<file path="src/rtl/core/wfpd_pkg.sv">
// Shared types and constants for the PD wall-following steering block.
// No dependencies; wfpd_cfg, wfpd_div and the top level import it.
package wfpd_pkg;

  localparam int CFG_ADDR_W = 5;
  localparam int CFG_DATA_W = 32;

  localparam logic [2:0] REG_BACKUP_FRONT  = 3'd0;
  localparam logic [2:0] REG_EMERG_SIDE    = 3'd1;
  localparam logic [2:0] REG_TURN_FRONT    = 3'd2;
  localparam logic [2:0] REG_TARGET_SIDE   = 3'd3;
  localparam logic [2:0] REG_PROP_GAIN     = 3'd4;
  localparam logic [2:0] REG_DERIV_GAIN    = 3'd5;
  localparam logic [2:0] REG_TURN_LIMIT    = 3'd6;
  localparam logic [2:0] REG_REVERSE_SPEED = 3'd7;

  localparam logic [1:0] MODE_FOLLOW  = 2'd0;
  localparam logic [1:0] MODE_REVERSE = 2'd1;
  localparam logic [1:0] MODE_TURN    = 2'd2;

  localparam logic [10:0] SIDE_CAP_MM    = 11'd1500;
  localparam logic [15:0] DEFAULT_DT_MS  = 16'd20;
  localparam logic [15:0] INVALID_REPORT = 16'hFFFF;
  localparam logic [15:0] TURN_RATE_Q12  = 16'd4915;
  localparam logic signed [16:0] MS_PER_S = 17'sd1000;

  localparam int QUOT_W    = 15;
  localparam int DIV_STEPS = 15;

  typedef struct packed {
    logic [11:0] backup_front_mm;
    logic [11:0] emergency_side_mm;
    logic [11:0] turn_front_mm;
    logic [10:0] target_side_mm;
    logic [15:0] prop_gain;
    logic [15:0] deriv_gain;
    logic [14:0] turn_limit;
    logic [14:0] reverse_speed;
  } wfpd_cfg_t;

endpackage

</file>
<file path="src/rtl/core/wfpd_cfg.sv">
// APB-style configuration register file for the steering block.
// Depends on wfpd_pkg.
module wfpd_cfg (
  input  logic                              clk,
  input  logic                              rst_n,
  input  logic                              psel,
  input  logic                              penable,
  input  logic                              pwrite,
  input  logic [wfpd_pkg::CFG_ADDR_W-1:0]   paddr,
  input  logic [wfpd_pkg::CFG_DATA_W-1:0]   pwdata,
  output logic [wfpd_pkg::CFG_DATA_W-1:0]   prdata,
  output logic                              pready,
  output wfpd_pkg::wfpd_cfg_t               cfg
);
  import wfpd_pkg::*;

  wfpd_cfg_t   cfg_r;
  logic        wr_en;
  logic [2:0]  reg_idx;

  assign pready  = 1'b1;
  assign wr_en   = psel & penable & pwrite;
  assign reg_idx = paddr[4:2];
  assign cfg     = cfg_r;

  always_ff @(posedge clk) begin
    if (!rst_n) begin
      cfg_r.backup_front_mm   <= 12'd130;
      cfg_r.emergency_side_mm <= 12'd80;
      cfg_r.turn_front_mm     <= 12'd200;
      cfg_r.target_side_mm    <= 11'd230;
      cfg_r.prop_gain         <= 16'd393;
      cfg_r.deriv_gain        <= 16'd197;
      cfg_r.turn_limit        <= 15'd6144;
      cfg_r.reverse_speed     <= 15'd410;
    end else if (wr_en) begin
      case (reg_idx)
        REG_BACKUP_FRONT:  cfg_r.backup_front_mm   <= pwdata[11:0];
        REG_EMERG_SIDE:    cfg_r.emergency_side_mm <= pwdata[11:0];
        REG_TURN_FRONT:    cfg_r.turn_front_mm     <= pwdata[11:0];
        REG_TARGET_SIDE:   cfg_r.target_side_mm    <= pwdata[10:0];
        REG_PROP_GAIN:     cfg_r.prop_gain         <= pwdata[15:0];
        REG_DERIV_GAIN:    cfg_r.deriv_gain        <= pwdata[15:0];
        REG_TURN_LIMIT:    cfg_r.turn_limit        <= pwdata[14:0];
        REG_REVERSE_SPEED: cfg_r.reverse_speed     <= pwdata[14:0];
        default: ;
      endcase
    end
  end

  always_comb begin
    case (reg_idx)
      REG_BACKUP_FRONT:  prdata = {20'd0, cfg_r.backup_front_mm};
      REG_EMERG_SIDE:    prdata = {20'd0, cfg_r.emergency_side_mm};
      REG_TURN_FRONT:    prdata = {20'd0, cfg_r.turn_front_mm};
      REG_TARGET_SIDE:   prdata = {21'd0, cfg_r.target_side_mm};
      REG_PROP_GAIN:     prdata = {16'd0, cfg_r.prop_gain};
      REG_DERIV_GAIN:    prdata = {16'd0, cfg_r.deriv_gain};
      REG_TURN_LIMIT:    prdata = {17'd0, cfg_r.turn_limit};
      REG_REVERSE_SPEED: prdata = {17'd0, cfg_r.reverse_speed};
      default:           prdata = '0;
    endcase
  end

endmodule

</file>
<file path="src/rtl/core/wfpd_mul.sv">
// Shared signed multiplier with registered product, 30 x 17 bits.
// Depends on nothing beyond the clock.
module wfpd_mul (
  input  logic               clk,
  input  logic signed [29:0] a,
  input  logic signed [16:0] b,
  output logic signed [46:0] prod
);
  logic signed [46:0] prod_r;

  always_ff @(posedge clk) begin
    prod_r <= a * b;
  end

  assign prod = prod_r;

endmodule

</file>
<file path="src/rtl/core/wfpd_div.sv">
// Restoring divider, one quotient bit per cycle: num / (16 * dt).
// Depends on wfpd_pkg.
module wfpd_div (
  input  logic                          clk,
  input  logic                          rst_n,
  input  logic                          start,
  input  logic [34:0]                   num,
  input  logic [15:0]                   dt,
  output logic                          done,
  output logic [wfpd_pkg::QUOT_W-1:0]   quot
);
  import wfpd_pkg::*;

  logic [34:0]       rem_r;
  logic [33:0]       dsh_r;
  logic [QUOT_W-1:0] quot_r;
  logic [3:0]        cnt_r;
  logic              busy_r;
  logic              done_r;
  logic              ge;
  logic [34:0]       rem_sub;

  assign ge      = rem_r >= {1'b0, dsh_r};
  assign rem_sub = rem_r - {1'b0, dsh_r};
  assign done    = done_r;
  assign quot    = quot_r;

  always_ff @(posedge clk) begin
    if (!rst_n) begin
      busy_r <= 1'b0;
      done_r <= 1'b0;
      cnt_r  <= '0;
    end else begin
      done_r <= 1'b0;
      if (start) begin
        busy_r <= 1'b1;
        cnt_r  <= '0;
      end else if (busy_r) begin
        cnt_r <= cnt_r + 4'd1;
        if (cnt_r == 4'(DIV_STEPS - 1)) begin
          busy_r <= 1'b0;
          done_r <= 1'b1;
        end
      end
    end
  end

  always_ff @(posedge clk) begin
    if (start) begin
      rem_r  <= num;
      dsh_r  <= {dt, 18'd0};
      quot_r <= '0;
    end else if (busy_r) begin
      if (ge) begin
        rem_r <= rem_sub;
      end
      dsh_r  <= dsh_r >> 1;
      quot_r <= {quot_r[QUOT_W-2:0], ge};
    end
  end

endmodule

</file>
<file path="src/rtl/core/wall_follow_pd_steering_top.sv">
// Top level of the PD wall-following steering block: sequencer and output stage.
// Depends on wfpd_pkg, wfpd_cfg, wfpd_mul and wfpd_div.
//
//   channel  | handshake                | payload
//   input    | in_valid / in_ready      | in_front_ok, in_front_range, in_side_ok,
//            |                          | in_side_range, in_tick_ms
//   result   | out_valid / out_ready    | out_drive_mode, out_linear_rate,
//            |                          | out_angular_rate, out_front_report, out_side_report
//   config   | psel, penable, pwrite    | paddr, pwdata, prdata, pready
//
// Reverse and turn ticks go from decode straight to the output stage; follow-wall
// ticks take four passes through the shared multiplier, two add stages and a
// 15-step restoring divider, or skip the divider when the PD sum saturates.
// One tick is in flight at a time; in_ready is low until its result is loaded into
// the output register, which then waits for out_ready while the next tick is
// accepted. rst_n is synchronous, clears control state and the last error and sets the
// configuration registers to their defaults.
module wall_follow_pd_steering_top #(
  parameter int CRUISE_SPEED = 614
) (
  input  logic                              clk,
  input  logic                              rst_n,
  input  logic                              in_valid,
  output logic                              in_ready,
  input  logic                              in_front_ok,
  input  logic [15:0]                       in_front_range,
  input  logic                              in_side_ok,
  input  logic [15:0]                       in_side_range,
  input  logic [15:0]                       in_tick_ms,
  output logic                              out_valid,
  input  logic                              out_ready,
  output logic [1:0]                        out_drive_mode,
  output logic signed [15:0]                out_linear_rate,
  output logic signed [15:0]                out_angular_rate,
  output logic [15:0]                       out_front_report,
  output logic [15:0]                       out_side_report,
  input  logic                              psel,
  input  logic                              penable,
  input  logic                              pwrite,
  input  logic [wfpd_pkg::CFG_ADDR_W-1:0]   paddr,
  input  logic [wfpd_pkg::CFG_DATA_W-1:0]   pwdata,
  output logic [wfpd_pkg::CFG_DATA_W-1:0]   prdata,
  output logic                              pready
);
  import wfpd_pkg::*;

  typedef enum logic [9:0] {
    S_IDLE = 10'b00_0000_0001,
    S_DEC  = 10'b00_0000_0010,
    S_MUL1 = 10'b00_0000_0100,
    S_MUL2 = 10'b00_0000_1000,
    S_MUL3 = 10'b00_0001_0000,
    S_MUL4 = 10'b00_0010_0000,
    S_SUM  = 10'b00_0100_0000,
    S_ABS  = 10'b00_1000_0000,
    S_DIV  = 10'b01_0000_0000,
    S_FIN  = 10'b10_0000_0000
  } state_t;

  state_t            state_r, state_nxt;
  wfpd_cfg_t         cfg;

  logic              front_ok_r, side_ok_r;
  logic [15:0]       front_range_r, side_range_r, tick_ms_r;
  logic [1:0]        mode_r;
  logic signed [12:0] err_r, prev_error_r;
  logic signed [13:0] diff_r;
  logic [15:0]       dt_r;
  logic signed [46:0] t1_r;
  logic signed [47:0] num_r;
  logic              sign_r, sat_r;

  logic              out_valid_r;
  logic [1:0]        drive_mode_r;
  logic signed [15:0] linear_rate_r, angular_rate_r;
  logic [15:0]       front_report_r, side_report_r;

  logic              in_acc;
  logic              do_reverse, do_turn;
  logic [10:0]       side_lim;
  logic signed [12:0] err_w;
  logic signed [29:0] mul_a;
  logic signed [16:0] mul_b;
  logic signed [46:0] prod;
  logic [47:0]       mag_w;
  logic [45:0]       nsum_w;
  logic [45:0]       sat_lim_w;
  logic              div_start, div_done;
  logic [QUOT_W-1:0] quot;
  logic [14:0]       pd_mag;
  logic signed [15:0] ang_w, lin_w;
  logic              fin_go;

  wfpd_cfg u_cfg (
    .clk     (clk),
    .rst_n   (rst_n),
    .psel    (psel),
    .penable (penable),
    .pwrite  (pwrite),
    .paddr   (paddr),
    .pwdata  (pwdata),
    .prdata  (prdata),
    .pready  (pready),
    .cfg     (cfg)
  );

  wfpd_mul u_mul (
    .clk  (clk),
    .a    (mul_a),
    .b    (mul_b),
    .prod (prod)
  );

  wfpd_div u_div (
    .clk   (clk),
    .rst_n (rst_n),
    .start (div_start),
    .num   (nsum_w[34:0]),
    .dt    (dt_r),
    .done  (div_done),
    .quot  (quot)
  );

  assign in_ready = (state_r == S_IDLE);
  assign in_acc   = in_valid & in_ready;

  assign do_reverse = (front_ok_r && (front_range_r < {4'd0, cfg.backup_front_mm})) ||
                      (side_ok_r && (side_range_r < {4'd0, cfg.emergency_side_mm}));
  assign do_turn    = front_ok_r && (front_range_r < {4'd0, cfg.turn_front_mm});
  assign side_lim   = (side_ok_r && (side_range_r < {5'd0, SIDE_CAP_MM})) ?
                      side_range_r[10:0] : SIDE_CAP_MM;
  assign err_w      = $signed({2'b00, cfg.target_side_mm}) - $signed({2'b00, side_lim});

  always_comb begin
    mul_a = '0;
    mul_b = '0;
    case (state_r)
      S_MUL1: begin
        mul_a = {{17{err_r[12]}}, err_r};
        mul_b = $signed({1'b0, cfg.prop_gain});
      end
      S_MUL2: begin
        mul_a = prod[29:0];
        mul_b = $signed({1'b0, dt_r});
      end
      S_MUL3: begin
        mul_a = {{16{diff_r[13]}}, diff_r};
        mul_b = $signed({1'b0, cfg.deriv_gain});
      end
      S_MUL4: begin
        mul_a = prod[29:0];
        mul_b = MS_PER_S;
      end
      default: ;
    endcase
  end

  assign mag_w     = num_r[47] ? (48'd0 - num_r) : num_r;
  assign nsum_w    = {1'b0, mag_w[44:0]} + {27'd0, dt_r, 3'd0};
  assign sat_lim_w = {11'd0, dt_r, 19'd0};
  assign div_start = (state_r == S_ABS) && (nsum_w < sat_lim_w);

  assign pd_mag = (sat_r || (quot > cfg.turn_limit)) ? cfg.turn_limit : quot;

  always_comb begin
    case (mode_r)
      MODE_REVERSE: begin
        lin_w = 16'sd0 - $signed({1'b0, cfg.reverse_speed});
        ang_w = '0;
      end
      MODE_TURN: begin
        lin_w = '0;
        ang_w = TURN_RATE_Q12;
      end
      default: begin
        lin_w = 16'(CRUISE_SPEED);
        ang_w = sign_r ? (16'sd0 - $signed({1'b0, pd_mag})) : $signed({1'b0, pd_mag});
      end
    endcase
  end

  assign fin_go = (state_r == S_FIN) && (!out_valid_r || out_ready);

  always_comb begin
    state_nxt = state_r;
    case (state_r)
      S_IDLE: if (in_acc) state_nxt = S_DEC;
      S_DEC:  state_nxt = (do_reverse || do_turn) ? S_FIN : S_MUL1;
      S_MUL1: state_nxt = S_MUL2;
      S_MUL2: state_nxt = S_MUL3;
      S_MUL3: state_nxt = S_MUL4;
      S_MUL4: state_nxt = S_SUM;
      S_SUM:  state_nxt = S_ABS;
      S_ABS:  state_nxt = div_start ? S_DIV : S_FIN;
      S_DIV:  if (div_done) state_nxt = S_FIN;
      S_FIN:  if (fin_go) state_nxt = S_IDLE;
      default: state_nxt = S_IDLE;
    endcase
  end

  always_ff @(posedge clk) begin
    if (!rst_n) begin
      state_r      <= S_IDLE;
      prev_error_r <= '0;
      out_valid_r  <= 1'b0;
    end else begin
      state_r <= state_nxt;
      if (state_r == S_DEC) begin
        prev_error_r <= (do_reverse || do_turn) ? 13'sd0 : err_w;
      end
      if (fin_go) begin
        out_valid_r <= 1'b1;
      end else if (out_ready) begin
        out_valid_r <= 1'b0;
      end
    end
  end

  always_ff @(posedge clk) begin
    if (in_acc) begin
      front_ok_r    <= in_front_ok;
      front_range_r <= in_front_range;
      side_ok_r     <= in_side_ok;
      side_range_r  <= in_side_range;
      tick_ms_r     <= in_tick_ms;
    end
    if (state_r == S_DEC) begin
      mode_r <= do_reverse ? MODE_REVERSE : (do_turn ? MODE_TURN : MODE_FOLLOW);
      err_r  <= err_w;
      diff_r <= {err_w[12], err_w} - {prev_error_r[12], prev_error_r};
      dt_r   <= (tick_ms_r <= 16'd1) ? DEFAULT_DT_MS : tick_ms_r;
    end
    if (state_r == S_MUL3) begin
      t1_r <= prod;
    end
    if (state_r == S_SUM) begin
      num_r <= {t1_r[46], t1_r} + {prod[46], prod};
    end
    if (state_r == S_ABS) begin
      sign_r <= num_r[47];
      sat_r  <= !div_start;
    end
    if (fin_go) begin
      drive_mode_r   <= mode_r;
      linear_rate_r  <= lin_w;
      angular_rate_r <= ang_w;
      front_report_r <= front_ok_r ? front_range_r : INVALID_REPORT;
      side_report_r  <= side_ok_r ? side_range_r : INVALID_REPORT;
    end
  end

  assign out_valid        = out_valid_r;
  assign out_drive_mode   = drive_mode_r;
  assign out_linear_rate  = linear_rate_r;
  assign out_angular_rate = angular_rate_r;
  assign out_front_report = front_report_r;
  assign out_side_report  = side_report_r;

endmodule

</file>
<file path="config.mk">
export PLATFORM = sky130hd
export DESIGN_NAME = wall_follow_pd_steering_top
export DESIGN_NICKNAME = d
export VERILOG_FILES = /design/src/rtl/core/wfpd_pkg.sv /design/src/rtl/core/wfpd_cfg.sv /design/src/rtl/core/wfpd_mul.sv /design/src/rtl/core/wfpd_div.sv /design/src/rtl/core/wall_follow_pd_steering_top.sv
export SDC_FILE = /design/constraint.sdc
export NUM_CORES = 2
export LEC_CHECK = 0
export BUFFER_PORTS_ARGS = -buffer_cell sky130_fd_sc_hd__buf_4
export CAP_MARGIN = 25
export CORE_MARGIN = 1
export CORE_UTILIZATION = 40
export CTS_CLUSTER_DIAMETER = 40
export DETAILED_ROUTE_END_ITERATION = 8
export HOLD_SLACK_MARGIN = 0.06
export PLACE_DENSITY_LB_ADDON = 0.08
export RECOVER_POWER = 100
export REMOVE_ABC_BUFFERS = 1
export SLEW_MARGIN = 20
export SYNTH_ARGS = -nofsm -noshare
export SYNTH_HDL_FRONTEND = slang
export SYNTH_HIERARCHICAL = 1
export SYNTH_SLANG_ARGS = --single-unit
</file>
<file path="constraint.sdc">
create_clock -name clk -period 13.55 [get_ports clk]
set_clock_uncertainty 0.15 [all_clocks]
set_input_delay 3.3875 -clock clk [delete_from_list [all_inputs] [get_ports clk]]
set_output_delay 3.3875 -clock clk [all_outputs]
set_load 0.005 [all_outputs]
</file>
==> run summary <==
depth of the worst register-to-register path = 26
Overall Global Routing Usage = 22.46%
DRC Markers = 0
Sw Share = 25.20%
first-pass GRT wire length = 210.5 mm
Area contributors post-synth = fa_1, edfxtp_1, dfxtp_1, ha_1, inv_1
top_reg_cell synth = edfxtp_1
fin crit period = 11.48 ns
Worst EP required = 13.89 ns
CTS Hold Bufs = 0
CTS H-tree lvls = 3
hold path depth = 0
Ports = 195
Rel. slew slack = -131.0%
CP delay by family, top = adder cells
crit-path max FO = 48
Final Util = 44.77%
area of the multi-input gates = 0.03030 mm²
maxcap violations = 11
commonest non-fill, non-tap cell in the layout = inv_1
CP endpoint kind = register
sequential cell area = 0.01355 mm²
most frequent cells in the layout = inv_1, nand2_1, fa_1
DP Wirelength = 99.28 mm
Final setup violation count = 0
Die Height = 347.3 µm
GP Congestion = 0.8530
failing checks = capacitance limit, slew limit
clock network power share = 52.0%
vias after detailed routing = 35,200
# clock sinks = 524
Core ar. = 0.1181 mm²
Hold/Removal Path Class = reg -> reg
setup bufs post-CTS = 0
pwr dens = 79.39 mW/mm²
number of global-route vias before repair = 35,690
sequential area share after synthesis = 28.42%
drt first pass iters = 6
worst-case clock buffer depth = 3
worst stage delay on the critical path = 1.21 ns
final wirelength = 133.8 mm
Layout Nets = 5,994
Detail Route Antenna Nets = 0
grt ovf = 0
CP arrival = 11.82 ns
share of cells above drive strength 1 = 7.774%
Synth Instances = 5,054
status = complete, but fails checks
total buffers and inverters traversed by the critical path = 6
Max VDD drop = 87.65 µV
CP Depth = 26
Pint = 3.139 mW
initial antenna violation count = 2
Ant. Diodes = 0
share of the synthesized area in the top cell type = 20.82%
synthesized area per cell = 9.435 µm²
synthesized area = 0.04768 mm²
Fill cells = 11,590
Initial Utilization = 40.38%
Final Hold Fails = 0
critical path type = reg -> reg
worst skew pair latency = 0.64 ns
EDFF count, synth = 306
# port buffers = 159
routed length per placed instance = 19.94 µm
Synth area leader = fa_1
combinational share of power = 6.4%
largest net degree at the start of global routing = 81
fraction of registers with async set/reset = 0%
RSZ-0062 raised after global routing = no
post-synth cell types = 116
vias per cell = 5.249
Final Max Slew Viols = 506
Reg clk slew, reported paths = 0.06 ns
TritonCTS Buffers = 85
CP max stage cell = clkbuf_1
Max Fclk = 87.12 MHz
Yosys reg bits = 524
sequential power share = 41.5%
DRT iter0 DRCs = 2,411
Root Buffer = clkbuf_16
Total Neg Setup Slack = 0 ns
Die X = 347.3 µm
Pleak = 23.00 nW
crit path launch type = register
period utilization = 84.71%
NetSw = 1.058 mW
crit-path most repeated cell = fa_1
Synthesis Warnings = 6
Syn-to-layout area delta = 10.87%
CTS tree = built
cts repair resizes = 0
die footprint = 0.1206 mm²
worst-margin pin slew = 3.464 ns
FP Rows = 126
==> worst paths after layout <==
check,slack (ns),from,endpoint
max,2.07,state_r[2],u_mul/prod[46]
min,0.29,u_mul/prod[35],t1_r[35]
max reg2reg,2.07,state_r[2],u_mul/prod[46]
min reg2reg,0.29,u_mul/prod[35],t1_r[35]
==> state kept, by name, summed over array words and instances (netlist names), 2 cells and up <==
name / cells
dt_r: 16
state_r: 10
u_div/quot: 15
u_div/dsh_r: 34
u_div/rem_r: 35
t1_r: 47
out_side_report: 16
side_range_r: 16
out_drive_mode: 2
out_angular_rate: 16
tick_ms_r: 16
err_r: 12
out_front_report: 16
diff_r: 14
prev_error_r: 12
u_div/cnt_r: 4
num_r: 46
front_range_r: 16
mode_r: 2
u_mul/prod: 47
u_cfg/cfg: 109
out_linear_rate: 16
==> worst register-to-register path: stages (launching register included) <==
cell,delay [ns]
dfxtp_1,0.33
or4_1,0.58
nor4b_1,0.94
clkbuf_1,1.21
buf_4,0.68
a222oi_1,0.22
inv_1,0.65
nand2_1,0.18
fa_1,0.57
inv_1,0.05
fa_1,0.46
fa_1,0.53
fa_1,0.55
fa_1,0.55
inv_1,0.05
fa_1,0.56
inv_1,0.08
ha_1,0.43
nand4_1,0.16
nor2_1,0.38
nand3_1,0.13
a21oi_1,0.46
o21ai_0,0.26
a21oi_1,0.39
nor3_1,0.18
o41ai_1,0.45
xnor2_1,0.13
==> cell families (layout without fill, tap and decap cells) <==
logic type	count (synthesis)	after routing	synth area share (%)
simple gates	1553	1553	15.95
buf+inv	989	1085	8.197
compound gates	895	895	12.98
fa+ha+maj	799	799	28.78
flops	524	524	28.42
xor+xnor	217	217	3.986
mux	74	74	1.658
other cells	3	24	0.02361
==> power groups by stage <==
stage | combinational [mW] | clock, mW | sequential [mW]
finish | 0.270 | 2.18 | 1.74
global route | 0.303 | 2.30 | 1.74
CTS | 0.272 | 2.24 | 1.74
detailed placement | 0.270 | 0 | 1.77
global placement | 0.270 | 0 | 1.77
floorplan | 0.171 | 0 | 1.76
==> routing by layer <==
layer  up-vias  wire length (µm)  global-route usage (%)
met3       140              5882                   2.443
met4         2              2908                   6.050
met2       766             62310                   36.69
li1      16850                 -                       -
met1     17450             62640                   31.50
met5         -                 7                       0
==> through the flow <==
stage,total power [mW],cell area [µm²],std cells,hold slack (ns),worst slack (ns)
global route,4.352,52860,6707,0.3014,1.280
detailed placement,2.044,50020,6547,0.2830,2.908
finish,4.197,52860,6707,0.2903,2.072
CTS,4.253,52930,6704,0.2989,2.888
floorplan,1.929,46600,4817,0.2623,-1.954
global placement,2.044,50020,6546,0.2774,2.984
==> layout make-up <==
| cell class | count | share of cell area (%) |
|---|---|---|
| Clock buffer | 96 | 4.260 |
| Clock inverter | 61 | 1.238 |
| Inverter | 731 | 5.190 |
| Multi-Input combinational cell | 3562 | 57.31 |
| Sequential cell | 524 | 25.64 |
| Tap cell | 1536 | 3.635 |
| Timing Repair Buffer | 197 | 2.724 |
==> synthesized netlist by cell type (all sizes together), types with 82 or more instances <==
master,n
inv,729
nand2,637
fa,496
edfxtp,306
ha,303
and2,257
nor2,237
dfxtp,218
a21oi,197
clkbuf,190
o21ai,163
xnor2,142
a21o,113
a21boi,93
nand2b,82
Power figures use the tool's default switching activity.
